--- src/rtl/assert_macros.svh ---
// Assertion macros shared by the RTL of the beep/burst tone sequencer.
// No dependencies; included by files that carry concurrent assertions.
`ifndef ASSERT_MACROS_SVH
`define ASSERT_MACROS_SVH

// Property that must hold at every clock edge outside reset.
`define BBTS_ASSERT(lbl, clk, rst_n, prop, msg) \
	lbl: assert property (@(posedge clk) disable iff (!rst_n) (prop)) else $error(msg);

// Antecedent at one edge implies consequent at the next edge.
`define BBTS_ASSERT_NEXT(lbl, clk, rst_n, ante, cons, msg) \
	lbl: assert property (@(posedge clk) disable iff (!rst_n) (ante) |=> (cons)) else $error(msg);

`endif

--- src/rtl/bbts_pkg.sv ---
// Types and constants for the beep/burst tone sequencer.
// No dependencies; used by bbts_next and the top level.
package bbts_pkg;

	localparam int FREQ_W  = 16;
	localparam int COUNT_W = 8;
	localparam int CMD_W   = 2;

	typedef enum logic [CMD_W-1:0] {
		CMD_TICK  = 2'd0,
		CMD_TONE  = 2'd1,
		CMD_BURST = 2'd2,
		CMD_STOP  = 2'd3
	} cmd_t;

	// Sequencer state that does not depend on the time width
	typedef struct packed {
		logic [FREQ_W-1:0]  drive_freq;
		logic               playing;
		logic               stop_armed;
		logic [COUNT_W-1:0] burst_remaining;
		logic               phase_on;
		logic [FREQ_W-1:0]  burst_freq;
	} tone_state_t;

endpackage

--- src/rtl/bbts_next.sv ---
// Next-state logic of the tone sequencer for one command.
// Depends on bbts_pkg.
module bbts_next #(
	parameter int TIME_WIDTH = 16
) (
	input  bbts_pkg::tone_state_t         cur,
	input  logic [TIME_WIDTH-1:0]         stop_cd,
	input  logic [TIME_WIDTH-1:0]         phase_cd,
	input  logic [TIME_WIDTH-1:0]         on_len,
	input  logic [TIME_WIDTH-1:0]         off_len,
	input  logic                          sound_enable,
	input  logic [bbts_pkg::CMD_W-1:0]    command,
	input  logic [bbts_pkg::FREQ_W-1:0]   frequency,
	input  logic [15:0]                   duration,
	input  logic [bbts_pkg::COUNT_W-1:0]  beep_count,
	input  logic [15:0]                   on_time,
	input  logic [15:0]                   off_time,
	output bbts_pkg::tone_state_t         nxt,
	output logic [TIME_WIDTH-1:0]         nxt_stop_cd,
	output logic [TIME_WIDTH-1:0]         nxt_phase_cd,
	output logic [TIME_WIDTH-1:0]         nxt_on_len,
	output logic [TIME_WIDTH-1:0]         nxt_off_len
);

	localparam int CLAMP_W = (TIME_WIDTH > 16) ? TIME_WIDTH : 16;
	localparam logic [TIME_WIDTH-1:0] T_ONE = TIME_WIDTH'(1);
	localparam logic [TIME_WIDTH-1:0] T_MAX = {TIME_WIDTH{1'b1}};
	localparam logic [bbts_pkg::COUNT_W-1:0] C_ONE = {{(bbts_pkg::COUNT_W-1){1'b0}}, 1'b1};

	// saturate a 16-bit millisecond length into the countdown width
	function automatic logic [TIME_WIDTH-1:0] clamp_time(input logic [15:0] v);
		logic [CLAMP_W-1:0] wide;
		wide = CLAMP_W'(v);
		if (wide > CLAMP_W'(T_MAX)) begin
			return T_MAX;
		end
		return TIME_WIDTH'(wide);
	endfunction

	logic                  expired;
	logic [TIME_WIDTH-1:0] on_clamped;
	bbts_pkg::cmd_t        cmd;

	assign cmd        = bbts_pkg::cmd_t'(command);
	assign on_clamped = clamp_time(on_time);

	always_comb begin
		nxt          = cur;
		nxt_stop_cd  = stop_cd;
		nxt_phase_cd = phase_cd;
		nxt_on_len   = on_len;
		nxt_off_len  = off_len;
		expired      = 1'b0;
		unique case (cmd)
			bbts_pkg::CMD_TICK: begin
				if (cur.playing && cur.stop_armed) begin
					if (stop_cd <= T_ONE) begin
						expired             = 1'b1;
						nxt.drive_freq      = '0;
						nxt.playing         = 1'b0;
						nxt.stop_armed      = 1'b0;
						nxt_stop_cd         = '0;
						nxt.burst_remaining = '0;
					end else begin
						nxt_stop_cd = stop_cd - T_ONE;
					end
				end
				// an expiring timed tone suppresses the burst step
				if (!expired && cur.burst_remaining != '0) begin
					if (phase_cd <= T_ONE) begin
						if (cur.phase_on) begin
							nxt.drive_freq      = '0;
							nxt.phase_on        = 1'b0;
							nxt_phase_cd        = off_len;
							nxt.burst_remaining = cur.burst_remaining - C_ONE;
							if (cur.burst_remaining == C_ONE) begin
								nxt.playing = 1'b0;
							end
						end else begin
							nxt.drive_freq = cur.burst_freq;
							nxt.phase_on   = 1'b1;
							nxt_phase_cd   = on_len;
						end
					end else begin
						nxt_phase_cd = phase_cd - T_ONE;
					end
				end
			end
			bbts_pkg::CMD_TONE: begin
				if (sound_enable) begin
					if (frequency == '0) begin
						nxt.drive_freq      = '0;
						nxt.playing         = 1'b0;
						nxt.stop_armed      = 1'b0;
						nxt_stop_cd         = '0;
						nxt.burst_remaining = '0;
					end else begin
						nxt.drive_freq = frequency;
						nxt.playing    = 1'b1;
						nxt.stop_armed = (duration != '0);
						nxt_stop_cd    = (duration != '0) ? clamp_time(duration) : '0;
					end
				end
			end
			bbts_pkg::CMD_BURST: begin
				if (sound_enable && beep_count != '0) begin
					// burst parameters latch even when the frequency stops it
					nxt.burst_freq = frequency;
					nxt_on_len     = on_clamped;
					nxt_off_len    = clamp_time(off_time);
					nxt.phase_on   = 1'b1;
					nxt_phase_cd   = on_clamped;
					nxt.stop_armed = 1'b0;
					nxt_stop_cd    = '0;
					if (frequency == '0) begin
						nxt.drive_freq      = '0;
						nxt.playing         = 1'b0;
						nxt.burst_remaining = '0;
					end else begin
						nxt.drive_freq      = frequency;
						nxt.playing         = 1'b1;
						nxt.burst_remaining = beep_count;
					end
				end
			end
			bbts_pkg::CMD_STOP: begin
				nxt.drive_freq      = '0;
				nxt.playing         = 1'b0;
				nxt.stop_armed      = 1'b0;
				nxt_stop_cd         = '0;
				nxt.burst_remaining = '0;
			end
		endcase
	end

endmodule

--- src/rtl/beep_burst_tone_sequencer.sv ---
// Top level of the beep/burst tone sequencer: handshakes, state and result registers.
// Depends on bbts_pkg, bbts_next and assert_macros.svh.
`include "assert_macros.svh"

// Beep/burst tone sequencer. Each input transfer is one command: a one-millisecond
// tick, a tone (frequency plus duration, duration 0 = continuous, frequency 0 =
// stop), a burst (count, frequency, on and off times) or a stop. Every command
// yields exactly one result transfer with the frequency driven to the buzzer
// (0 = silent), a busy flag and the number of burst beeps still to complete.
// Throughput is one command per clock while out_stall is low; a command's result
// is registered after its transfer (the input register captures it, then the
// state update is committed into the result register when stage 1 advances).
// The state update for each command is a single combinational step, so
// commands may follow back to back. in_stall rises only while a result waits
// in the output register and the input register also holds a command.
// sound_enable resets to 1; writing 0 silences and clears any tone or burst.
// Configuration writes are meant for idle periods only.
module beep_burst_tone_sequencer #(
	parameter int TIME_WIDTH = 16
) (
	input  logic                          clk,
	input  logic                          arst_n,
	// configuration
	input  logic                          cfg_wr_en,
	input  logic                          cfg_wr_data,
	// command channel
	input  logic                          in_valid,
	output logic                          in_stall,
	input  logic [bbts_pkg::CMD_W-1:0]    command,
	input  logic [bbts_pkg::FREQ_W-1:0]   frequency,
	input  logic [15:0]                   duration,
	input  logic [bbts_pkg::COUNT_W-1:0]  beep_count,
	input  logic [15:0]                   on_time,
	input  logic [15:0]                   off_time,
	// result channel
	output logic                          out_valid,
	input  logic                          out_stall,
	output logic [bbts_pkg::FREQ_W-1:0]   tone_out,
	output logic                          busy_res,
	output logic [bbts_pkg::COUNT_W-1:0]  beeps_left
);

	// stage 1: registered command
	logic                          valid_s1;
	logic [bbts_pkg::CMD_W-1:0]    command_s1;
	logic [bbts_pkg::FREQ_W-1:0]   frequency_s1;
	logic [15:0]                   duration_s1;
	logic [bbts_pkg::COUNT_W-1:0]  beep_count_s1;
	logic [15:0]                   on_time_s1;
	logic [15:0]                   off_time_s1;

	// sequencer state
	logic                  sound_enable_q;
	bbts_pkg::tone_state_t state_q;
	logic [TIME_WIDTH-1:0] stop_cd_q;
	logic [TIME_WIDTH-1:0] phase_cd_q;
	logic [TIME_WIDTH-1:0] on_len_q;
	logic [TIME_WIDTH-1:0] off_len_q;

	// next state for the command in stage 1
	bbts_pkg::tone_state_t state_nxt;
	logic [TIME_WIDTH-1:0] stop_cd_nxt;
	logic [TIME_WIDTH-1:0] phase_cd_nxt;
	logic [TIME_WIDTH-1:0] on_len_nxt;
	logic [TIME_WIDTH-1:0] off_len_nxt;

	// result register
	logic                          out_valid_q;
	logic [bbts_pkg::FREQ_W-1:0]   tone_out_q;
	logic                          busy_q;
	logic [bbts_pkg::COUNT_W-1:0]  beeps_left_q;

	logic advance;       // stage 1 command commits and its result is registered
	logic in_take;       // input transfer
	logic disable_wr;    // configuration write that turns sound off
	logic state_silent;  // no tone, no burst

	// stage 1 moves on whenever the result register is free or draining
	assign advance  = valid_s1 && (!out_valid_q || !out_stall);
	assign in_stall = valid_s1 && !advance;
	assign in_take  = in_valid && !in_stall;

	assign disable_wr   = cfg_wr_en && !cfg_wr_data;
	assign state_silent = (state_q.drive_freq == '0) && !state_q.playing &&
		(state_q.burst_remaining == '0);

	always_ff @(posedge clk or negedge arst_n) begin
		if (!arst_n) begin
			valid_s1 <= 1'b0;
		end else if (in_take) begin
			valid_s1 <= 1'b1;
		end else if (advance) begin
			valid_s1 <= 1'b0;
		end
	end

	always_ff @(posedge clk) begin
		if (in_take) begin
			command_s1    <= command;
			frequency_s1  <= frequency;
			duration_s1   <= duration;
			beep_count_s1 <= beep_count;
			on_time_s1    <= on_time;
			off_time_s1   <= off_time;
		end
	end

	bbts_next #(
		.TIME_WIDTH (TIME_WIDTH)
	) u_next (
		.cur          (state_q),
		.stop_cd      (stop_cd_q),
		.phase_cd     (phase_cd_q),
		.on_len       (on_len_q),
		.off_len      (off_len_q),
		.sound_enable (sound_enable_q),
		.command      (command_s1),
		.frequency    (frequency_s1),
		.duration     (duration_s1),
		.beep_count   (beep_count_s1),
		.on_time      (on_time_s1),
		.off_time     (off_time_s1),
		.nxt          (state_nxt),
		.nxt_stop_cd  (stop_cd_nxt),
		.nxt_phase_cd (phase_cd_nxt),
		.nxt_on_len   (on_len_nxt),
		.nxt_off_len  (off_len_nxt)
	);

	// State update. A disabling configuration write clears the tone and burst
	// as a stop does.
	always_ff @(posedge clk or negedge arst_n) begin
		if (!arst_n) begin
			sound_enable_q <= 1'b1;
			state_q        <= '0;
			stop_cd_q      <= '0;
			phase_cd_q     <= '0;
			on_len_q       <= '0;
			off_len_q      <= '0;
		end else begin
			if (cfg_wr_en) begin
				sound_enable_q <= cfg_wr_data;
			end
			if (disable_wr) begin
				state_q.drive_freq      <= '0;
				state_q.playing         <= 1'b0;
				state_q.stop_armed      <= 1'b0;
				state_q.burst_remaining <= '0;
				stop_cd_q               <= '0;
			end else if (advance) begin
				state_q    <= state_nxt;
				stop_cd_q  <= stop_cd_nxt;
				phase_cd_q <= phase_cd_nxt;
				on_len_q   <= on_len_nxt;
				off_len_q  <= off_len_nxt;
			end
		end
	end

	// result register
	always_ff @(posedge clk or negedge arst_n) begin
		if (!arst_n) begin
			out_valid_q <= 1'b0;
		end else if (advance) begin
			out_valid_q <= 1'b1;
		end else if (!out_stall) begin
			out_valid_q <= 1'b0;
		end
	end

	always_ff @(posedge clk) begin
		if (advance) begin
			tone_out_q   <= state_nxt.drive_freq;
			busy_q       <= state_nxt.playing || (state_nxt.burst_remaining != '0);
			beeps_left_q <= state_nxt.burst_remaining;
		end
	end

	assign out_valid  = out_valid_q;
	assign tone_out   = tone_out_q;
	assign busy_res   = busy_q;
	assign beeps_left = beeps_left_q;

	// Checks
	`BBTS_ASSERT(a_beeps_imply_busy, clk, arst_n, !out_valid || beeps_left == '0 || busy_res, "beeps but not busy")
	`BBTS_ASSERT_NEXT(a_disable_silences, clk, arst_n, disable_wr, state_silent, "disable did not silence")
	`BBTS_ASSERT(a_stall_needs_cmd, clk, arst_n, !in_stall || (valid_s1 && out_valid_q), "stall while free")

endmodule

--- config.mk ---
export PLATFORM = sky130hd
export DESIGN_NAME = beep_burst_tone_sequencer
export DESIGN_NICKNAME = d
export VERILOG_FILES = /design/src/rtl/bbts_pkg.sv /design/src/rtl/bbts_next.sv /design/src/rtl/beep_burst_tone_sequencer.sv
export VERILOG_INCLUDE_DIRS = /design/src /design/src/rtl
export SDC_FILE = /design/constraint.sdc
export NUM_CORES = 1
export LEC_CHECK = 0
export BUFFER_PORTS_ARGS = -buffer_cell sky130_fd_sc_hd__buf_2
export CORE_MARGIN = 3
export CORE_UTILIZATION = 40
export CTS_CLUSTER_SIZE = 25
export DETAILED_ROUTE_END_ITERATION = 12
export PLACE_DENSITY = 0.66
export SLEW_MARGIN = 10
export SYNTH_ARGS = -nofsm -noshare
export SYNTH_HDL_FRONTEND = slang
export SYNTH_SLANG_ARGS = --single-unit
--- constraint.sdc ---
create_clock -name clk -period 3.91 [get_ports clk]
set_input_delay 0.1955 -clock clk [delete_from_list [all_inputs] [get_ports clk]]
set_output_delay 0.1955 -clock clk [all_outputs]
set_load 0.05 [all_outputs]
**After elaboration in Yosys (flattened, before gate mapping)**

Cells that the tools add are included.
W data, S select, Z words.

- Divide/modulo/power cells: 0
- $lt $le $gt $ge: 5
- Reduce and logical (&&, ||, !) cells: 29
- $add $sub $neg: 3
- Shift operators: 0
- Eq/ne operators: 12
- Bitwise operators: 1
- Mux-type cells: 57
- Multipliers: 0

Operators with widths:

| cell | count |
|---|---|
| $mux W16 | 20 |
| $mux W26 | 4 |
| $pmux W26 S4 | 1 |
| $mux W43 | 2 |
| $pmux W16 S4 | 1 |
| $mux W17 | 3 |
| $gt A16 B16 Y1 const B | 3 |
| $le A16 B1 Y1 const B | 2 |
| $pmux W16 S2 | 1 |
| $sub A16 B1 Y16 const B | 2 |
| $mux W8 | 3 |
| $reduce_bool A8 Y1 | 3 |
| $mux W1 | 18 |
| $mux W18 | 1 |
| $mux W9 | 2 |
| $logic_not A16 Y1 | 1 |
| $reduce_bool A16 Y1 | 1 |
| $reduce_and A5 Y1 | 2 |
| $ne A3 B2 Y1 const B | 3 |
| $eq A8 B1 Y1 const B | 1 |
| $ne A2 B1 Y1 const B | 4 |
| $reduce_and A4 Y1 | 2 |
| $sub A8 B1 Y8 const B | 1 |
| $logic_and A1 B1 Y1 | 7 |
| 10 further kinds | 19 |

- Memory bits (writable): 0
- Output and inout port bits: 27
- Memory bits (read-only): 0
- Word-level logic and storage cells: 129
- Input bits: 80
- Memories: 0
- Bits in registers: 209
- Latch bits: 0

**Logic depth before layout (Yosys ltp)**

- Depth in word-level cells: 12
- Mapped depth: 11
- Mapped depth without buffers: 9

**Cells and area by module**

A second synthesis with hierarchy kept.

- Cells, all modules: 985
- Area, all modules: 10829.1 um2

By module, submodules not included:

| module | area each (um2) | instances | cells an instance | sequential area each (um2) |
|---|---|---|---|---|
| beep_burst_tone_sequencer | 7308.3 | 1 | 347 | 5726.7 |
| bbts_next | 3520.9 | 1 | 638 | 0.0 |

**Least setup slack after synthesis**

OpenSTA, ideal clock, no wires.

- Path kind: reg-to-reg
- From: reg out_valid_q (netlist: out_valid)
- To: reg beep_count_s1[0] (netlist bit), enable pin
- Required time: 3469 ps
- Setup time: 441 ps
- Data arrival time: 2499 ps
- Setup slack: 970 ps
- Stages on the path, launching flop included: 3
- Period minus slack after synthesis: 2940 ps
- Path buffers: 0
- Cell sequence: dfrtp_1 nand3_1 and2_1

- Cells in the longest elaborated chain, start to end: 7

RTL lines:

| item | RTL line | source |
|---|---|---|
| start: declaration | beep_burst_tone_sequencer.sv:68 | `logic out_valid_q;` |
| start signal: assignment | beep_burst_tone_sequencer.sv:163 | `out_valid_q <= 1'b0;` |
| start signal: assignment | beep_burst_tone_sequencer.sv:165 | `out_valid_q <= 1'b1;` |
| start signal: assignment | beep_burst_tone_sequencer.sv:167 | `out_valid_q <= 1'b0;` |
| $logic_not A1 Y1 | beep_burst_tone_sequencer.sv:79 | `assign advance = valid_s1 && (!out_valid_q \|\| !out_stall);` |
| $logic_or A1 B1 Y1 | beep_burst_tone_sequencer.sv:79 |  |
| $logic_and A1 B1 Y1 | beep_burst_tone_sequencer.sv:79 |  |
| $logic_not A1 Y1 | beep_burst_tone_sequencer.sv:80 | `assign in_stall = valid_s1 && !advance;` |
| $logic_and A1 B1 Y1 | beep_burst_tone_sequencer.sv:80 |  |
| $logic_not A1 Y1 | beep_burst_tone_sequencer.sv:81 | `assign in_take = in_valid && !in_stall;` |
| $logic_and A1 B1 Y1 | beep_burst_tone_sequencer.sv:81 |  |
| via in_take | beep_burst_tone_sequencer.sv:74 | `logic in_take;` |
| end signal: assignment | beep_burst_tone_sequencer.sv:102 | `beep_count_s1 <= beep_count;` |
| end: declaration | beep_burst_tone_sequencer.sv:48 | `logic [bbts_pkg::COUNT_W-1:0] beep_count_s1;` |

The timed path passes the listed nets, and every way through them passes these cells.
A chain may end at the register's enable or synchronous reset.

**Final worst setup path**

- From: reg state_q[17] (netlist bit)
- To: reg state_q[30] (netlist bit)

- Cells in the longest elaborated chain, start to end: 6

RTL lines:

| item | RTL line | source |
|---|---|---|
| start: declaration | beep_burst_tone_sequencer.sv:54 | `bbts_pkg::tone_state_t state_q;` |
| start signal: assignment | beep_burst_tone_sequencer.sv:151 | `state_q <= state_nxt;` |
| $reduce_bool A8 Y1 | bbts_next.sv:69 | `if (!expired && cur.burst_remaining != '0) begin` |
| $logic_and A1 B1 Y1 | bbts_next.sv:69 |  |
| $mux W17 | bbts_next.sv:69 |  |
| $pmux W26 S4 | bbts_next.sv:54 | `unique case (cmd)` |
| $mux W43 | beep_burst_tone_sequencer.sv:150 | `end else if (advance) begin` |
| $mux W26 | beep_burst_tone_sequencer.sv:144 | `if (disable_wr) begin` |

Every way passes these cells. The select of a mux whose other input is x is not followed.

==> metrics.md <==
| Metric | Value |
|---|---|
| Die height | around 160 µm |
| Worst Hold Class | in2reg |
| Synth Cell Area | around 9400 µm² |
| Mapped Cells | roughly 780 |
| Reg2reg setup slack | between 800 and 900 ps |
| Core Region | 22800 µm² |
| Crit-path max FO | 16 |
| Total Power | approximately 6.6 mW |
| Vias | 6949 |
| Post-cts sizing count | 0 |
| Ranking of synthesized cells by area | edfxtp_1 (32%), dfrtp_1 (29%), mux2_2 (4.7%) |
| Max cap viols | 0 |
| Die Area | about 25000 µm² |
| Syn Nets | between 800 and 900 |
| Fin. Hold Viols | 0 |
| WL/cell | between 15 and 20 µm |
| Clk slew on worst S/H paths | ~60 ps |
| Synth cell types | 67 |
| Worst EP required | around 4300 ps |
| Sequential area share after synthesis | between 60 and 70% |
| Fmax | approximately 0.33 GHz |
| Post-synth EDFFs | 99 |
| HP Start | cfg_wr_en |
| Sink Count | 209 |
| Area after DPL | slightly above 10000 µm² |
| Initial antenna violation count | 1 |
| Final Max Tran Viols | 0 |
| CP Launch Type | flop |
| Leading area contributor after synthesis | edfxtp_1 |
| I/O Pins | approximately 110 |
| Placer congestion estimate | about 0.86 |
| Grt ovf | 0 |
| Setup crit end | state_q[30]$_DFFE_PN0P_ |
| Via density | about 5.3 |
| Final setup viols | 0 |
| FF-to-FF End | state_q[30]$_DFFE_PN0P_ |
| Commonest non-fill, non-tap cell in the layout | dfrtp_1 |
| Internal power | ~4.7 mW |
| Cell area after layout | ~12000 µm² |
| CTS max path bufs | 3 |
| Worst Setup Slack, final | between 800 and 900 ps |
| Site Rows | between 50 and 60 |
| Async S/R FF share, synth | a little over half |
| Worst reg2reg path depth | 8 |
| Net Sw Power | ~1.9 mW |
| Final ANT Viol Nets | 0 |
| Cts bufs inserted | 24 |
| Pre-CTS setup slack | 881 ps |
| Critical path class | reg2reg |
| Die X | 159 µm |
| # nets final | 1055 |
| Fin crit share | between 70% and 80% |
| Static Leak | around 4.8 nW |
| Vias in the first global route | about 7000 |
| Net Sw Frac | approximately 28% |
| PwrDens | between 500 and 600 nW/µm² |
| DRC | 0 |
| Seq cells post-synth | between 200 and 250 |
| Share of cells above drive strength 1 | between 20% and 30% |
| Peak supply drop | between 0.0004 and 0.0005 V |
| TritonCTS clock tree | yes |
| Comb power frac | around 20% |
| Critical Path Sink Type | flop |
| DP Wirelength | around 14000 µm |
| Worst Max-Slew Pin Slew | roughly 1100 ps |
| Largest net degree at the start of global routing | 75 |
| Critical Path AT | 3440 ps |
| Most frequent cells in the layout | dfrtp_1 (109), buf_2 (105), edfxtp_1 (99) |
| Clk_skew | around 10 ps |
| Status | completed |
| Reg power frac | a little under half |
| GRT Util Overall | about 17% |
| Unrepaired setup endpoints after global routing | no |
| Root buffer cell | clkbuf_16 |
| Worst setup path start | state_q[17]$_DFFE_PN0P_ |
| Slew HR | between 20 and 30% |
| Reg2reg start | state_q[17]$_DFFE_PN0P_ |
| Initial Utilization | about 41% |
| Clock H-tree levels | 1 |
| Initial drt markers | 446 |
| TNS Setup | 0 ps |
| PortBufs | approximately 110 |
| Min Clock Period, post-route | 3020 ps |
| Clk pwr share | approximately a third |
| Share of the synthesized area in the top cell type | between 30% and 40% |
| First-pass GRT wire length | between 30000 and 40000 µm |
| Area Growth Syn to Fin | 26.6% |
| Ys flop type | dfrtp_1 |
| Syn. warnings | 0 |
| Clk_lat worst skew | ~500 ps |
| DR pass1 iterations | 4 |
| Mean post-synth cell area | 12.0 µm² |
| Routed wire length | 21800 µm |
## timing repair
item | in CTS | in global routing
setup buffers | 0 | 0
endpoints found under the hold margin | 120 | 0
hold buffers | 79 | 0
## worst min path at each step
stage	endpoint	slack, ps	cells past startpoint
final	state_q[25]$_DFFE_PN0P_	220	3
after global routing	state_q[25]$_DFFE_PN0P_	230	3
after CTS	state_q[25]$_DFFE_PN0P_	200	3
after detailed placement	state_q[8]$_DFFE_PN0P_	260	1
after global placement	state_q[8]$_DFFE_PN0P_	260	1
after floorplan	off_len_q[0]$_DFFE_PN0P_	-100	0
## cell type report
cell class / instances / area [µm²]
clock buffers: 34 / 689
multi-input cells: 518 / 3470
diodes: 1 / 2.50
clock inverters: 10 / 125
flip-flops and latches: 209 / 5730
inverters: 16 / 60.1
fillers: 1993 / 10900
repair buffers: 200 / 1440
well taps: 313 / 392
## state kept, by name, summed over array words and instances (netlist names)
signal	count
command_s1	2
beep_count_s1	8
duration_s1	16
on_len_q	16
off_len_q	16
stop_cd_q	16
out_valid	1
busy_res	1
beeps_left	8
state_q	43
sound_enable_q	1
off_time_s1	16
on_time_s1	16
frequency_s1	16
valid_s1	1
phase_cd_q	16
tone_out	16
## per-layer routing
layer,vias to the layer above,wire [µm],GRT usage [%]
li1,3315,-,-
met1,3385,9500,21.9
met2,199,10500,29.1
met3,50,1020,2.71
met4,0,780,6.45
met5,-,0,0
## worst max-delay path, cell delays in order (launching register included)
cell	delay (ps)
dfrtp_1	460
inv_1	110
ha_1	170
nor4b_1	540
and2_1	330
nor2_1	90
o21ai_2	790
a22oi_1	200
a31oi_1	240
## power by group through the flow
stage | sequential, mW | clock, mW | combinational [mW]
floorplan | 3.09 | 0 | 0.851
global placement | 3.06 | 0 | 1.20
detailed placement | 3.06 | 0 | 1.22
CTS | 3.03 | 2.33 | 1.29
global route | 3.09 | 2.42 | 1.44
finish | 3.03 | 2.27 | 1.29
## kinds of logic (layout without fill, tap and decap cells)
kind of cell	after synthesis	count (layout)	share of synthesized area (%)
and+or+nand+nor	238	238	12.6
DFF	209	209	60.9
AOI/OAI and AO/OA	191	191	14.0
muxes	64	64	7.47
buffers and inverters	57	260	2.44
xor gates and xnor gates	19	19	1.77
adders and majority gates	6	6	0.799
other	0	1	0
## metrics by stage
step | std cells | hold WS [ps] | utilization [%]
after floorplan | 784 | -100 | -
after global placement | 1177 | 265 | 45.0
after detailed placement | 1177 | 264 | 45.0
after CTS | 1300 | 198 | 52.0
after global routing | 1301 | 232 | 52.1
final | 1301 | 224 | 52.1
## Yosys cell counts (3+ instances only)
master / count
a22oi_2: 10
o31ai_1: 3
nor2b_1: 3
and2_1: 6
xor2_1: 8
inv_1: 16
o21ai_1: 4
nor4_1: 14
a21o_1: 3
mux2_2: 39
xnor2_1: 11
dfrtp_1: 109
ha_1: 6
o211ai_1: 3
o21ai_0: 30
nor2_1: 75
nor4_2: 4
a22oi_1: 17
o21a_1: 3
nand2b_1: 7
nand3_1: 10
buf_2: 9
edfxtp_1: 99
a31oi_1: 20
nand4_1: 10
nor3_1: 20
mux2i_1: 15
nor3b_1: 3
a211oi_1: 32
and3_1: 4
clkbuf_1: 29
or4_1: 5
a21oi_1: 44
mux2_1: 10
a211o_1: 3
nand2_1: 61
(Power assumes the default switching activity.)
